===== config.mk =====
export PLATFORM = sky130hd
export DESIGN_NAME = balance_speed_cascade_controller
export DESIGN_NICKNAME = d
export VERILOG_FILES = /design/src/rtl/bscc_pkg.sv /design/src/rtl/balance_speed_cascade_controller.sv
export SDC_FILE = /design/constraint.sdc
export NUM_CORES = 2
export LEC_CHECK = 0
export ABC_AREA = 0
export BUFFER_PORTS_ARGS = -buffer_cell sky130_fd_sc_hd__buf_2
export CAP_MARGIN = 40
export CORE_ASPECT_RATIO = 1.5
export CORE_MARGIN = 2
export CORE_UTILIZATION = 25
export DETAILED_ROUTE_END_ITERATION = 8
export MAX_ROUTING_LAYER = met4
export SLEW_MARGIN = 5
export SYNTH_ARGS = -nofsm -noshare
export SYNTH_HDL_FRONTEND = slang
export SYNTH_SLANG_ARGS = --single-unit

===== constraint.sdc =====
create_clock -name clk -period 16.24 [get_ports clk]
set_input_delay 3.248 -clock clk [delete_from_list [all_inputs] [get_ports clk]]
set_output_delay 3.248 -clock clk [all_outputs]
set_load 0.03 [all_outputs]

===== src/rtl/bscc_pkg.sv =====
// types, constants, helper functions and microcode for the balance speed cascade controller
`default_nettype none

package bscc_pkg;

    localparam int OPND_W = 25;
    localparam int PROD_W = 2 * OPND_W;
    localparam int ACC_W  = PROD_W + 1;
    localparam int RND_W  = ACC_W - 16;
    localparam int CFG_W  = 24;
    localparam int IDX_W  = 3;

    localparam int NUM_STEPS = 21;
    localparam int STEP_W    = $clog2(NUM_STEPS);

    typedef logic [STEP_W-1:0] step_t;

    localparam step_t STEP_IDLE = STEP_W'(0);
    localparam step_t STEP_LAST = STEP_W'(NUM_STEPS - 1);

    typedef enum logic [IDX_W-1:0] {
        REG_SPEED_SETPOINT,
        REG_UPRIGHT_ANGLE,
        REG_TILT_GAIN_P,
        REG_TILT_GAIN_D,
        REG_SPEED_GAIN_P,
        REG_SPEED_GAIN_I,
        REG_FUSION_WEIGHT,
        REG_GYRO_STEP
    } reg_index_t;

    localparam logic signed [15:0] SPEED_SETPOINT_RST = 16'sd5120;
    localparam logic signed [16:0] UPRIGHT_ANGLE_RST  = 17'sd11008;
    localparam logic [23:0]        TILT_GAIN_P_RST    = 24'd524288;
    localparam logic [23:0]        TILT_GAIN_D_RST    = 24'd8192;
    localparam logic [23:0]        SPEED_GAIN_P_RST   = 24'd49152;
    localparam logic [23:0]        SPEED_GAIN_I_RST   = 24'd246;
    localparam logic [15:0]        FUSION_WEIGHT_RST  = 16'd1311;
    localparam logic [15:0]        GYRO_STEP_RST      = 16'd262;

    // speed smoothing weights, 0.7 and 0.3 in Q0.16
    localparam logic signed [OPND_W-1:0] W_NEW = OPND_W'(45875);
    localparam logic signed [OPND_W-1:0] W_OLD = OPND_W'(19661);
    localparam logic [16:0]              WEIGHT_ONE = 17'h10000;

    localparam logic signed [ACC_W-1:0] HALF_Q16 = ACC_W'(32768);
    localparam logic signed [ACC_W-1:0] HALF_Q8  = ACC_W'(128);

    localparam logic signed [RND_W-1:0] TILT_MAX  = RND_W'(46080);
    localparam logic signed [RND_W-1:0] TILT_MIN  = -RND_W'(46080);
    localparam logic signed [RND_W-1:0] SPEED_MAX = RND_W'(524287);
    localparam logic signed [RND_W-1:0] SPEED_MIN = -RND_W'(524288);
    localparam logic signed [RND_W-1:0] VEL_MAX   = RND_W'(6400);
    localparam logic signed [RND_W-1:0] VEL_MIN   = -RND_W'(1792);
    localparam logic signed [RND_W-1:0] DRIVE_MAX = RND_W'(32767);
    localparam logic signed [RND_W-1:0] DRIVE_MIN = -RND_W'(32768);

    localparam logic signed [21:0] INTEG_MAX = 22'sd256000;
    localparam logic signed [21:0] INTEG_MIN = -22'sd256000;
    localparam logic signed [20:0] ERR_GATE_MAX = 21'sd2048;
    localparam logic signed [20:0] ERR_GATE_MIN = -21'sd2048;

    typedef enum logic [3:0] {
        MUL_NONE,
        MUL_GYRO_STEP,
        MUL_RC_NEW,
        MUL_RS_OLD,
        MUL_PRED,
        MUL_W_ACCEL,
        MUL_LC_NEW,
        MUL_LS_OLD,
        MUL_KPS_ERR,
        MUL_KIS_INT,
        MUL_KD_GYRO,
        MUL_KPT_DIFF
    } mul_sel_t;

    typedef enum logic [1:0] {
        ACC_HOLD,
        ACC_LOAD,
        ACC_ADD,
        ACC_ADD_GATED
    } acc_op_t;

    typedef enum logic [3:0] {
        WB_NONE,
        WB_PRED,
        WB_RS,
        WB_TILT,
        WB_LS,
        WB_MEAN,
        WB_ERR,
        WB_INTEG,
        WB_VEL,
        WB_TARGET,
        WB_DIFF
    } wb_sel_t;

    typedef enum logic [1:0] {
        SEQ_NEXT,
        SEQ_WAIT_IN,
        SEQ_WAIT_OUT
    } seq_t;

    typedef struct packed {
        mul_sel_t mul;
        acc_op_t  acc;
        wb_sel_t  wb;
        seq_t     seq;
    } uword_t;

    function automatic logic signed [RND_W-1:0] sat(
        input logic signed [RND_W-1:0] v,
        input logic signed [RND_W-1:0] lo,
        input logic signed [RND_W-1:0] hi
    );
        logic signed [RND_W-1:0] r;
        r = v;
        if (v < lo)
        begin
            r = lo;
        end
        else if (v > hi)
        begin
            r = hi;
        end
        return r;
    endfunction

    // control program, one word per step
    function automatic uword_t ucode(input step_t pc);
        uword_t uw;
        uw.mul = MUL_NONE;
        uw.acc = ACC_HOLD;
        uw.wb  = WB_NONE;
        uw.seq = SEQ_NEXT;
        case (pc)
            STEP_W'(0):
            begin
                uw.seq = SEQ_WAIT_IN;
            end
            STEP_W'(1):
            begin
                uw.mul = MUL_GYRO_STEP;
            end
            STEP_W'(2):
            begin
                uw.acc = ACC_LOAD;
                uw.mul = MUL_RC_NEW;
            end
            STEP_W'(3):
            begin
                uw.wb  = WB_PRED;
                uw.acc = ACC_LOAD;
                uw.mul = MUL_RS_OLD;
            end
            STEP_W'(4):
            begin
                uw.acc = ACC_ADD;
                uw.mul = MUL_PRED;
            end
            STEP_W'(5):
            begin
                uw.wb  = WB_RS;
                uw.acc = ACC_LOAD;
                uw.mul = MUL_W_ACCEL;
            end
            STEP_W'(6):
            begin
                uw.acc = ACC_ADD;
                uw.mul = MUL_LC_NEW;
            end
            STEP_W'(7):
            begin
                uw.wb  = WB_TILT;
                uw.acc = ACC_LOAD;
                uw.mul = MUL_LS_OLD;
            end
            STEP_W'(8):
            begin
                uw.acc = ACC_ADD;
            end
            STEP_W'(9):
            begin
                uw.wb = WB_LS;
            end
            STEP_W'(10):
            begin
                uw.wb = WB_MEAN;
            end
            STEP_W'(11):
            begin
                uw.wb = WB_ERR;
            end
            STEP_W'(12):
            begin
                uw.wb  = WB_INTEG;
                uw.mul = MUL_KPS_ERR;
            end
            STEP_W'(13):
            begin
                uw.acc = ACC_LOAD;
                uw.mul = MUL_KIS_INT;
            end
            STEP_W'(14):
            begin
                uw.acc = ACC_ADD_GATED;
            end
            STEP_W'(15):
            begin
                uw.wb  = WB_VEL;
                uw.mul = MUL_KD_GYRO;
            end
            STEP_W'(16):
            begin
                uw.wb  = WB_TARGET;
                uw.acc = ACC_LOAD;
            end
            STEP_W'(17):
            begin
                uw.wb = WB_DIFF;
            end
            STEP_W'(18):
            begin
                uw.mul = MUL_KPT_DIFF;
            end
            STEP_W'(19):
            begin
                uw.acc = ACC_ADD;
            end
            STEP_W'(20):
            begin
                uw.seq = SEQ_WAIT_OUT;
            end
            default:
            begin
                uw.seq = SEQ_NEXT;
            end
        endcase
        return uw;
    endfunction

endpackage

`default_nettype wire


===== src/rtl/balance_speed_cascade_controller.sv =====
// balance speed cascade controller: microcoded sequencer around one shared multiplier
//
// One input transfer is one control tick: accelerometer tilt, gyro rate and both
// encoder counts. Each tick gives exactly one result transfer: balance drive, fused
// tilt, mean wheel speed, tilt target and the integral limit flag.
// in_ready is high only while the sequencer sits in its idle step. After a transfer
// the program runs 20 steps on one 25x25 signed multiplier with a product register
// and a 51-bit accumulator; eleven products go through it one after another.
// out_valid rises once the last step has loaded the output register; a new input is
// taken only after that, when the sequencer is back in its idle step.
// The result sits in an output register; if it has not been taken when the next
// result is ready, the last step holds until out_ready frees the register.
// Configuration writes take effect at once; the user is to make them while the block is idle (not enforced).
// Reset loads the register defaults, clears the filter, speed and integral state
// and leaves the block idle with no result pending.
`default_nettype none

module balance_speed_cascade_controller
    import bscc_pkg::*;
(
    input  wire logic                    clk,
    input  wire logic                    rst_n,

    input  wire logic                    cfg_wen,
    input  wire logic [IDX_W-1:0]        cfg_index,
    input  wire logic [CFG_W-1:0]        cfg_data,

    input  wire logic                    in_valid,
    output logic                         in_ready,
    input  wire logic signed [16:0]      accel_tilt,
    input  wire logic signed [15:0]      gyro_rate,
    input  wire logic signed [11:0]      right_count,
    input  wire logic signed [11:0]      left_count,

    output logic                         out_valid,
    input  wire logic                    out_ready,
    output logic signed [15:0]           balance_drive,
    output logic signed [16:0]           tilt_estimate,
    output logic signed [19:0]           mean_speed,
    output logic signed [16:0]           tilt_target,
    output logic                         integral_clamped
);

    // configuration
    logic signed [15:0] setpoint_reg;
    logic signed [16:0] upright_reg;
    logic [23:0]        kpt_reg;
    logic [23:0]        kdt_reg;
    logic [23:0]        kps_reg;
    logic [23:0]        kis_reg;
    logic [15:0]        weight_reg;
    logic [15:0]        gstep_reg;

    // sequencer
    step_t  pc_reg;
    step_t  pc_next;
    uword_t uw;
    logic   out_load;

    // input item
    logic signed [16:0] accel_reg;
    logic signed [15:0] gyro_reg;
    logic signed [11:0] rc_reg;
    logic signed [11:0] lc_reg;

    // loop state
    logic signed [16:0] tilt_reg;
    logic signed [19:0] rs_reg;
    logic signed [19:0] ls_reg;
    logic signed [18:0] integ_reg;
    logic signed [16:0] tilt_next;
    logic signed [19:0] speed_next;
    logic signed [18:0] integ_next;
    logic               clamp_next;

    // datapath
    logic signed [OPND_W-1:0] mul_a;
    logic signed [OPND_W-1:0] mul_b;
    logic signed [PROD_W-1:0] prod_next;
    logic signed [PROD_W-1:0] prod_reg;
    logic signed [ACC_W-1:0]  acc_reg;
    logic signed [ACC_W-1:0]  acc_next;
    logic signed [ACC_W-1:0]  acc_q8;
    logic signed [ACC_W-1:0]  acc_q16;
    logic signed [RND_W-1:0]  rnd16;

    logic signed [OPND_W-1:0] pred_reg;
    logic signed [OPND_W-1:0] pred_next;
    logic signed [19:0]       mean_reg;
    logic signed [20:0]       speed_sum;
    logic signed [20:0]       err_reg;
    logic signed [20:0]       err_next;
    logic signed [21:0]       integ_sum;
    logic                     gate_reg;
    logic                     gate_next;
    logic                     clamp_reg;
    logic signed [13:0]       vel_reg;
    logic signed [17:0]       target_sum;
    logic signed [16:0]       target_reg;
    logic signed [16:0]       target_next;
    logic signed [17:0]       diff_reg;
    logic signed [15:0]       drive_next;

    // result register
    logic                     out_valid_reg;
    logic                     out_valid_next;
    logic signed [15:0]       drive_out_reg;
    logic signed [16:0]       tilt_out_reg;
    logic signed [19:0]       mean_out_reg;
    logic signed [16:0]       target_out_reg;
    logic                     clamp_out_reg;

    assign uw = ucode(pc_reg);

    // sequencer next step and handshake
    always_comb
    begin
        in_ready = (uw.seq == SEQ_WAIT_IN);
        out_load = (uw.seq == SEQ_WAIT_OUT) && (!out_valid_reg || out_ready);
        case (uw.seq)
            SEQ_WAIT_IN:
            begin
                pc_next = in_valid ? step_t'(pc_reg + 1'b1) : pc_reg;
            end
            SEQ_WAIT_OUT:
            begin
                pc_next = out_load ? STEP_IDLE : pc_reg;
            end
            default:
            begin
                pc_next = step_t'(pc_reg + 1'b1);
            end
        endcase
    end

    always_comb
    begin
        out_valid_next = out_valid_reg;
        if (out_load)
        begin
            out_valid_next = 1'b1;
        end
        else if (out_ready)
        begin
            out_valid_next = 1'b0;
        end
    end

    // multiplier operand select
    always_comb
    begin
        mul_a = '0;
        mul_b = '0;
        case (uw.mul)
            MUL_GYRO_STEP:
            begin
                mul_a = OPND_W'(gstep_reg);
                mul_b = OPND_W'(gyro_reg);
            end
            MUL_RC_NEW:
            begin
                mul_a = W_NEW;
                mul_b = OPND_W'($signed({rc_reg, 8'h00}));
            end
            MUL_RS_OLD:
            begin
                mul_a = W_OLD;
                mul_b = OPND_W'(rs_reg);
            end
            MUL_PRED:
            begin
                mul_a = OPND_W'(WEIGHT_ONE - {1'b0, weight_reg});
                mul_b = pred_reg;
            end
            MUL_W_ACCEL:
            begin
                mul_a = OPND_W'(weight_reg);
                mul_b = OPND_W'(accel_reg);
            end
            MUL_LC_NEW:
            begin
                mul_a = W_NEW;
                mul_b = OPND_W'($signed({lc_reg, 8'h00}));
            end
            MUL_LS_OLD:
            begin
                mul_a = W_OLD;
                mul_b = OPND_W'(ls_reg);
            end
            MUL_KPS_ERR:
            begin
                mul_a = OPND_W'(kps_reg);
                mul_b = OPND_W'(err_reg);
            end
            MUL_KIS_INT:
            begin
                mul_a = OPND_W'(kis_reg);
                mul_b = OPND_W'(integ_reg);
            end
            MUL_KD_GYRO:
            begin
                mul_a = OPND_W'(kdt_reg);
                mul_b = OPND_W'($signed({gyro_reg, 8'h00}));
            end
            MUL_KPT_DIFF:
            begin
                mul_a = OPND_W'(kpt_reg);
                mul_b = OPND_W'(diff_reg);
            end
            default:
            begin
                mul_a = '0;
                mul_b = '0;
            end
        endcase
    end

    assign prod_next = mul_a * mul_b;

    always_comb
    begin
        case (uw.acc)
            ACC_LOAD:
            begin
                acc_next = ACC_W'(prod_reg);
            end
            ACC_ADD:
            begin
                acc_next = acc_reg + ACC_W'(prod_reg);
            end
            ACC_ADD_GATED:
            begin
                acc_next = gate_reg ? acc_reg + ACC_W'(prod_reg) : acc_reg;
            end
            default:
            begin
                acc_next = acc_reg;
            end
        endcase
    end

    // rounding, saturation and loop arithmetic
    always_comb
    begin
        acc_q8      = (acc_reg + HALF_Q8) >>> 8;
        acc_q16     = (acc_reg + HALF_Q16) >>> 16;
        rnd16       = acc_q16[RND_W-1:0];
        pred_next   = OPND_W'(tilt_reg) - acc_q8[OPND_W-1:0];
        tilt_next   = 17'(sat(rnd16, TILT_MIN, TILT_MAX));
        speed_next  = 20'(sat(rnd16, SPEED_MIN, SPEED_MAX));
        speed_sum   = 21'(ls_reg) + 21'(rs_reg);
        err_next    = 21'(setpoint_reg) - 21'(mean_reg);
        integ_sum   = 22'(integ_reg) + 22'(err_reg);
        gate_next   = (err_reg < ERR_GATE_MAX) && (err_reg > ERR_GATE_MIN);
        clamp_next  = 1'b0;
        integ_next  = integ_sum[18:0];
        if (integ_sum > INTEG_MAX)
        begin
            integ_next = INTEG_MAX[18:0];
            clamp_next = 1'b1;
        end
        else if (integ_sum < INTEG_MIN)
        begin
            integ_next = INTEG_MIN[18:0];
            clamp_next = 1'b1;
        end
        target_sum  = 18'(upright_reg) + 18'(vel_reg);
        target_next = 17'(sat(RND_W'(target_sum), TILT_MIN, TILT_MAX));
        drive_next  = 16'(sat(rnd16, DRIVE_MIN, DRIVE_MAX));
    end

    // control, configuration and loop state
    always_ff @(posedge clk or negedge rst_n)
    begin
        if (!rst_n)
        begin
            pc_reg        <= STEP_IDLE;
            out_valid_reg <= 1'b0;
            setpoint_reg  <= SPEED_SETPOINT_RST;
            upright_reg   <= UPRIGHT_ANGLE_RST;
            kpt_reg       <= TILT_GAIN_P_RST;
            kdt_reg       <= TILT_GAIN_D_RST;
            kps_reg       <= SPEED_GAIN_P_RST;
            kis_reg       <= SPEED_GAIN_I_RST;
            weight_reg    <= FUSION_WEIGHT_RST;
            gstep_reg     <= GYRO_STEP_RST;
            tilt_reg      <= '0;
            rs_reg        <= '0;
            ls_reg        <= '0;
            integ_reg     <= '0;
        end
        else
        begin
            pc_reg        <= pc_next;
            out_valid_reg <= out_valid_next;
            if (cfg_wen)
            begin
                case (reg_index_t'(cfg_index))
                    REG_SPEED_SETPOINT: setpoint_reg <= cfg_data[15:0];
                    REG_UPRIGHT_ANGLE:  upright_reg  <= cfg_data[16:0];
                    REG_TILT_GAIN_P:    kpt_reg      <= cfg_data[23:0];
                    REG_TILT_GAIN_D:    kdt_reg      <= cfg_data[23:0];
                    REG_SPEED_GAIN_P:   kps_reg      <= cfg_data[23:0];
                    REG_SPEED_GAIN_I:   kis_reg      <= cfg_data[23:0];
                    REG_FUSION_WEIGHT:  weight_reg   <= cfg_data[15:0];
                    REG_GYRO_STEP:      gstep_reg    <= cfg_data[15:0];
                    default:            ;
                endcase
            end
            case (uw.wb)
                WB_TILT:  tilt_reg  <= tilt_next;
                WB_RS:    rs_reg    <= speed_next;
                WB_LS:    ls_reg    <= speed_next;
                WB_INTEG: integ_reg <= integ_next;
                default:  ;
            endcase
        end
    end

    // datapath and result payload
    always_ff @(posedge clk)
    begin
        if (in_valid && in_ready)
        begin
            accel_reg <= accel_tilt;
            gyro_reg  <= gyro_rate;
            rc_reg    <= right_count;
            lc_reg    <= left_count;
        end
        if (uw.mul != MUL_NONE)
        begin
            prod_reg <= prod_next;
        end
        acc_reg <= acc_next;
        case (uw.wb)
            WB_PRED:   pred_reg   <= pred_next;
            WB_MEAN:   mean_reg   <= speed_sum[20:1];
            WB_ERR:    err_reg    <= err_next;
            WB_INTEG:
            begin
                clamp_reg <= clamp_next;
                gate_reg  <= gate_next;
            end
            WB_VEL:    vel_reg    <= 14'(sat(rnd16, VEL_MIN, VEL_MAX));
            WB_TARGET: target_reg <= target_next;
            WB_DIFF:   diff_reg   <= 18'(target_reg) - 18'(tilt_reg);
            default:   ;
        endcase
        if (out_load)
        begin
            drive_out_reg  <= drive_next;
            tilt_out_reg   <= tilt_reg;
            mean_out_reg   <= mean_reg;
            target_out_reg <= target_reg;
            clamp_out_reg  <= clamp_reg;
        end
    end

    assign out_valid        = out_valid_reg;
    assign balance_drive    = drive_out_reg;
    assign tilt_estimate    = tilt_out_reg;
    assign mean_speed       = mean_out_reg;
    assign tilt_target      = target_out_reg;
    assign integral_clamped = clamp_out_reg;

`ifndef NO_ASSERTIONS
    a_result_from_last_step: assert property (
        @(posedge clk) disable iff (!rst_n)
        $rose(out_valid_reg) |-> $past(pc_reg == STEP_LAST)
    ) else $error("result appeared outside the final step");

    a_idle_holds: assert property (
        @(posedge clk) disable iff (!rst_n)
        (pc_reg == STEP_IDLE && !in_valid) |=> (pc_reg == STEP_IDLE)
    ) else $error("sequencer left idle without an input transfer");

    a_integ_bounded: assert property (
        @(posedge clk) disable iff (!rst_n)
        (22'(integ_reg) <= INTEG_MAX) && (22'(integ_reg) >= INTEG_MIN)
    ) else $error("speed integral outside its limit");

    a_tilt_bounded: assert property (
        @(posedge clk) disable iff (!rst_n)
        (RND_W'(tilt_reg) <= TILT_MAX) && (RND_W'(tilt_reg) >= TILT_MIN)
    ) else $error("tilt state outside its limit");

    a_stall_holds_step: assert property (
        @(posedge clk) disable iff (!rst_n)
        (pc_reg == STEP_LAST && out_valid_reg && !out_ready) |=> (pc_reg == STEP_LAST)
    ) else $error("final step left while the result register was full");
`endif

endmodule

`default_nettype wire

# Yosys cells after proc, flatten, opt, wreduce, memory -nomap -nowiden
# Index checks and enable logic that the tools add are counted.
# totals
regBits	589
latch_bits	0
ramBits	0
romBits	0
inputBits	89
word_cells	166
n_memories	0
# op_classes
add_sub_neg	11
multipliers	1
div_mod_pow	0
n_lt_le_gt_ge	14
n_eq_ne	56
n_shift	0
mux	23
bitwise_logic	0
reduce_logical	26
# ops
operator	n
$pmux 25 s11	1
$pmux 25 s9	1
$pmux 51 s3	1
$add 51x17->51 const B	1
$add 51x50->51	1
$mux 17	3
$mux 51	1
$mul 25x25->50	1
$pmux 4 s11	1
$eq 5x4->1 const B	8
$mux 20	2
$pmux 4 s10	1
$mux 19	2
$gt 35x14->1 const B	1
$gt 35x16->1 const B	1
$gt 35x17->1 const B	1
$gt 35x20->1 const B	1
$lt 35x12->1 const B	1
$lt 35x16->1 const B	1
$lt 35x17->1 const B	1
$lt 35x20->1 const B	1
$add 33x9->33 const B	1
$eq 4x3->1 const B	8
$eq 4x4->1 const B	7
45 further kinds	83

# Depth between registers and ports, before layout
# logic_depth
ltp_word	6
depth_mapped	45
depth_no_buf	39

# Least setup slack after synthesis
# OpenSTA, ideal clock, no wires.
# synth_path
path_type	register -> register
startpoint	register pc_reg[1]
endpoint	register prod_reg[49], data pin
setup_ps	260
arrival_time_ps	10589
slack_ps	5391
stages_incl_launch_ff	41
path_buffers	5
synth_period_minus_slack_ps	10849
cell_sequence	dfrtp_1 > inv_1 > ha_1 > clkbuf_1 > nor2_1 > a211o_1 > ha_1 > nand2b_1 > buf_2 > nand2_1 > nor3_1 > buf_2 > buf_2 > a22oi_1 > a31oi_1 > clkbuf_1 > nand2_1 > fa_1 > [5 not listed] > fa_1 > inv_1 > fa_1 > inv_1 > fa_1 > fa_1 > ha_1 > and3_1 > and3_1 > a22oi_1 > or4b_2 > o211ai_1 > a21oi_1 > nor3_1 > o31ai_1 > a221o_1 > a21oi_1 > xnor2_1
# synth_via
elab_chain_cells	6
word_cells_on_any_way	28
cone_classes	mul (1); eq/ne (22); mux (3); reduce/logical (2)
# synth_lines
element	line	rtl
start: declaration	balance_speed_cascade_controller.sv:55	step_t pc_reg;
start signal: assignment	balance_speed_cascade_controller.sv:294	pc_reg <= pc_next;
$eq 5x5->1 (tied with other cells)	bscc_pkg.sv:137	case (pc)
$pmux 4 s11 *	bscc_pkg.sv:137	
$eq 4x3->1 / $eq 4x2->1 (equally long branches)	balance_speed_cascade_controller.sv:154	case (uw.mul)
$reduce_or 2->1 (no source line)	--	
$pmux 25 s9	balance_speed_cascade_controller.sv:154	
$mul 25x25->50 *	balance_speed_cascade_controller.sv:218	assign prod_next = mul_a * mul_b;
net prod_next[49]	balance_speed_cascade_controller.sv:79	logic signed [PROD_W-1:0] prod_next;
end signal: assignment	balance_speed_cascade_controller.sv:332	prod_reg <= prod_next;
end: declaration	balance_speed_cascade_controller.sv:80	logic signed [PROD_W-1:0] prod_reg;
# Mark *: on every way through the listed nets, which the timed path passes. The rest lies on a longest branch.
# A chain may end at the register's enable or synchronous reset.

# Worst setup path in the final report
# layout_path
startpoint	register pc_reg[4]
endpoint	register prod_reg[49], data pin
# Same word-level chain as after synthesis.

==> run metrics <==
final global-route overflow total 0; Post-Place Worst Slack between 3 and 4 ns; slowest CP cell dfrtp_1; I/O pin cnt 162; critical path fanouts, max between 50 and 60; std cell rows a little over 200; Final setup viols 0; Num CTS Buffers 56; share of layout cells above drive strength 1 between 10% and 20%; Peak VDD IR around 170 uV; syn nets 6387; number of global-route vias before repair 43000; wire per inst 22.6 um; post-synthesis sequential area ratio 31.2%; Core Box Area 210000 um^2; Global Route Usage Sum 17.8%; Unique masters post-synth 92; worst reg2reg path endpoint prod_reg[49]$_DFFE_PP_; Fin Setup TNS 0 ns; CP arrival around 13 ns; Post-Syn Instances 5395; ys flop type edfxtp_1; Worst-Margin Slew 1.21 ns; post-route minimum period 12.69 ns; Filler cells 22100; Worst Clk Skew 0.0367 ns; Die ar. 215000 um^2; M1 GR Usage 18.2%; Initial Util 25.2%; largest net degree at the start of global routing 67; Slew headroom about a fifth; WL final roughly 190000 um; H-tree levels 2; Hold Vio Cnt, Final 0; crit end category register; Setup Buffers After CTS 0; Power Total 10300 uW; gr busiest metal met2; Crit path top cell by count fa_1; R2R setup slack 3.55 ns; Leakage 0.0261 uW; Area after DPL 57600 um^2; CTS tree built; status complete, no violations; hpwl dp 149000 um; max-slew violation count 0; Hold Crit Class register to register; Remaining DRCs 0; startpoint types register; drt pass-1 iters 7; final setup margin ~3.5 ns; slowest stage delay, CP 0.86 ns; Bufs on Longest Clock Path 3; port bufs 161; Final Instance Count excl. Fillers 8368; Post-DRT Antenna Nets 0; Final nets 6501; RSZ-0062 raised after global routing no; EDFF count, synth 346; global-route wire length before repair 280000 um; root buffer cell clkbuf_16; Crit Path Category register to register; worst r2r path cells 36; Worst-Skew Late Latency around 0.68 ns; Async SR Flop Fraction roughly two fifths; fin area just under 60000 um^2; Post-Syn Area per Cell 9.81 um^2; max cap viols 0; Worst EP required around 17 ns; CTS Sinks a little under 600; GRT met3 Usage between 1.5 and 2%; Synth Cell Area 52900 um^2; post_cts resized 0; #FFs+latches synth approximately 600; crit path from pc_reg[4]$_DFFE_PN0P_; DRT iter0 DRCs 3460; PD cells 173 nW/um^2; antenna violations before repair 5; via density per instance 4.96; hold_buf cts 0; Fmax just under 80 MHz; Cell Count Post-Placement 8256; Reg-to-Reg Start pc_reg[4]$_DFFE_PN0P_; register clock-pin slew on the reported worst setup and hold paths 0.07 ns; width of the die 380 um; vias a little over 40000; yosys warns 0; CP Capture Point prod_reg[49]$_DFFE_PP_; max reg flops 51; die height 567 um; routability cong. 0.990; Layout area overhead 12.5%; M2 GR Usage 30.9%; Tcrit/Tclk final about four fifths
==> worst max-delay path, delay by kind of cell (launching register included) <==
kind	cells	cell delay [ns]
AND/OR/NAND/NOR	8	2.34
flip-flops	1	0.86
adder cells (fa/ha/maj)	9	4.58
buffers and inverters	6	1.76
XOR/XNOR	1	0.08
AO/OA/AOI/OAI	12	2.77
==> metrics by stage <==
| step | hold WS (ns) | utilization [%] |
|---|---|---|
| after detailed placement | 0.418 | 27.4 |
| after CTS | 0.433 | 28.3 |
| final | 0.433 | 28.3 |
| after global routing | 0.445 | 28.3 |
| after floorplan | 0.400 | - |
| after global placement | 0.401 | 27.3 |
==> logic make-up (layout without fill, tap and decap cells) <==
family / Yosys count / in the layout / share of synthesized area, %
xor+xnor: 241 / 241 / 3.99
mux: 200 / 200 / 4.24
other cells: 0 / 3 / 0
buf+inv: 959 / 1121 / 6.88
flops: 589 / 589 / 31.2
simple gates: 1552 / 1552 / 13.0
fa+ha+maj: 903 / 903 / 28.6
compound gates: 951 / 951 / 12.1
==> routing by layer <==
layer  vias up  part of all wire, %
met1     20900                   34
met3       585                  5.2
li1      18400                    -
met4         0                   10
met2      1593                   51
met5         -                    0
==> layout by cell type (no fill, tap or decap), types with 33 or more instances in the layout <==
cell	netlist	final
a22oi_1	54	54
and3_1	36	36
edfxtp_1	346	346
xnor2_1	155	155
ha_1	393	393
nor2_1	466	459
mux2_2	195	195
nor3_1	72	67
nand2_1	633	633
nand4_1	33	33
buf_2	20	165
dfrtp_1	217	217
inv_1	735	735
fa_1	510	510
clkbuf_16	0	57
nand2b_1	35	34
nor2b_1	54	54
o21ai_0	192	188
buf_4	0	98
a21o_1	97	97
a21oi_1	226	222
xor2_1	86	85
nand3_1	88	88
==> synth_stat cells, types with 36 or more instances <==
cell type	n	area share (%)
o21ai_0	192	1.8
edfxtp_1	346	20
a22oi_1	54	0.77
nor2b_1	54	0.64
nor2_1	466	3.3
nand3_1	88	0.83
and3_1	36	0.43
ha_1	393	9.3
fa_1	510	19
xnor2_1	155	2.6
a21oi_1	226	2.1
xor2_1	86	1.4
a21o_1	97	1.4
nand2_1	633	4.5
inv_1	735	5.2
clkbuf_1	188	1.3
dfrtp_1	217	10
mux2_2	195	4.1
nor3_1	72	0.68
==> final cells by class <==
| cell class | count | area, um^2 | area share, % |
|---|---|---|---|
| timing repair buffer | 278 | 1810 | 3.04 |
| antenna | 3 | 7.51 | 0.0126 |
| sequential | 589 | 16500 | 27.7 |
| inverter | 737 | 2770 | 4.65 |
| clock inverter | 34 | 392 | 0.658 |
| multi-input combinational | 3847 | 33000 | 55.4 |
| tap | 2808 | 3510 | 5.90 |
| clock buffer | 72 | 1530 | 2.58 |
==> worst min-delay path by stage <==
stage / cells past startpoint / start / endpoint
final: 0 / clamp_reg$_SDFFCE_PN1N_ / integral_clamped$_DFFE_PP_
after global routing: 0 / clamp_reg$_SDFFCE_PN1N_ / integral_clamped$_DFFE_PP_
after CTS: 0 / clamp_reg$_SDFFCE_PN1N_ / integral_clamped$_DFFE_PP_
after detailed placement: 0 / clamp_reg$_SDFFCE_PN1N_ / integral_clamped$_DFFE_PP_
after global placement: 0 / clamp_reg$_SDFFCE_PN1N_ / integral_clamped$_DFFE_PP_
after floorplan: 0 / clamp_reg$_SDFFCE_PN1N_ / integral_clamped$_DFFE_PP_
==> power by group <==
group          total (uW)  leakage, uW  internal, uW  switching (uW)
Sequential           2850      0.00612          2310             546
Clock                1390     0.000936           758             635
Combinational        6060       0.0190          2110            3950
(Power assumes the default switching activity.)
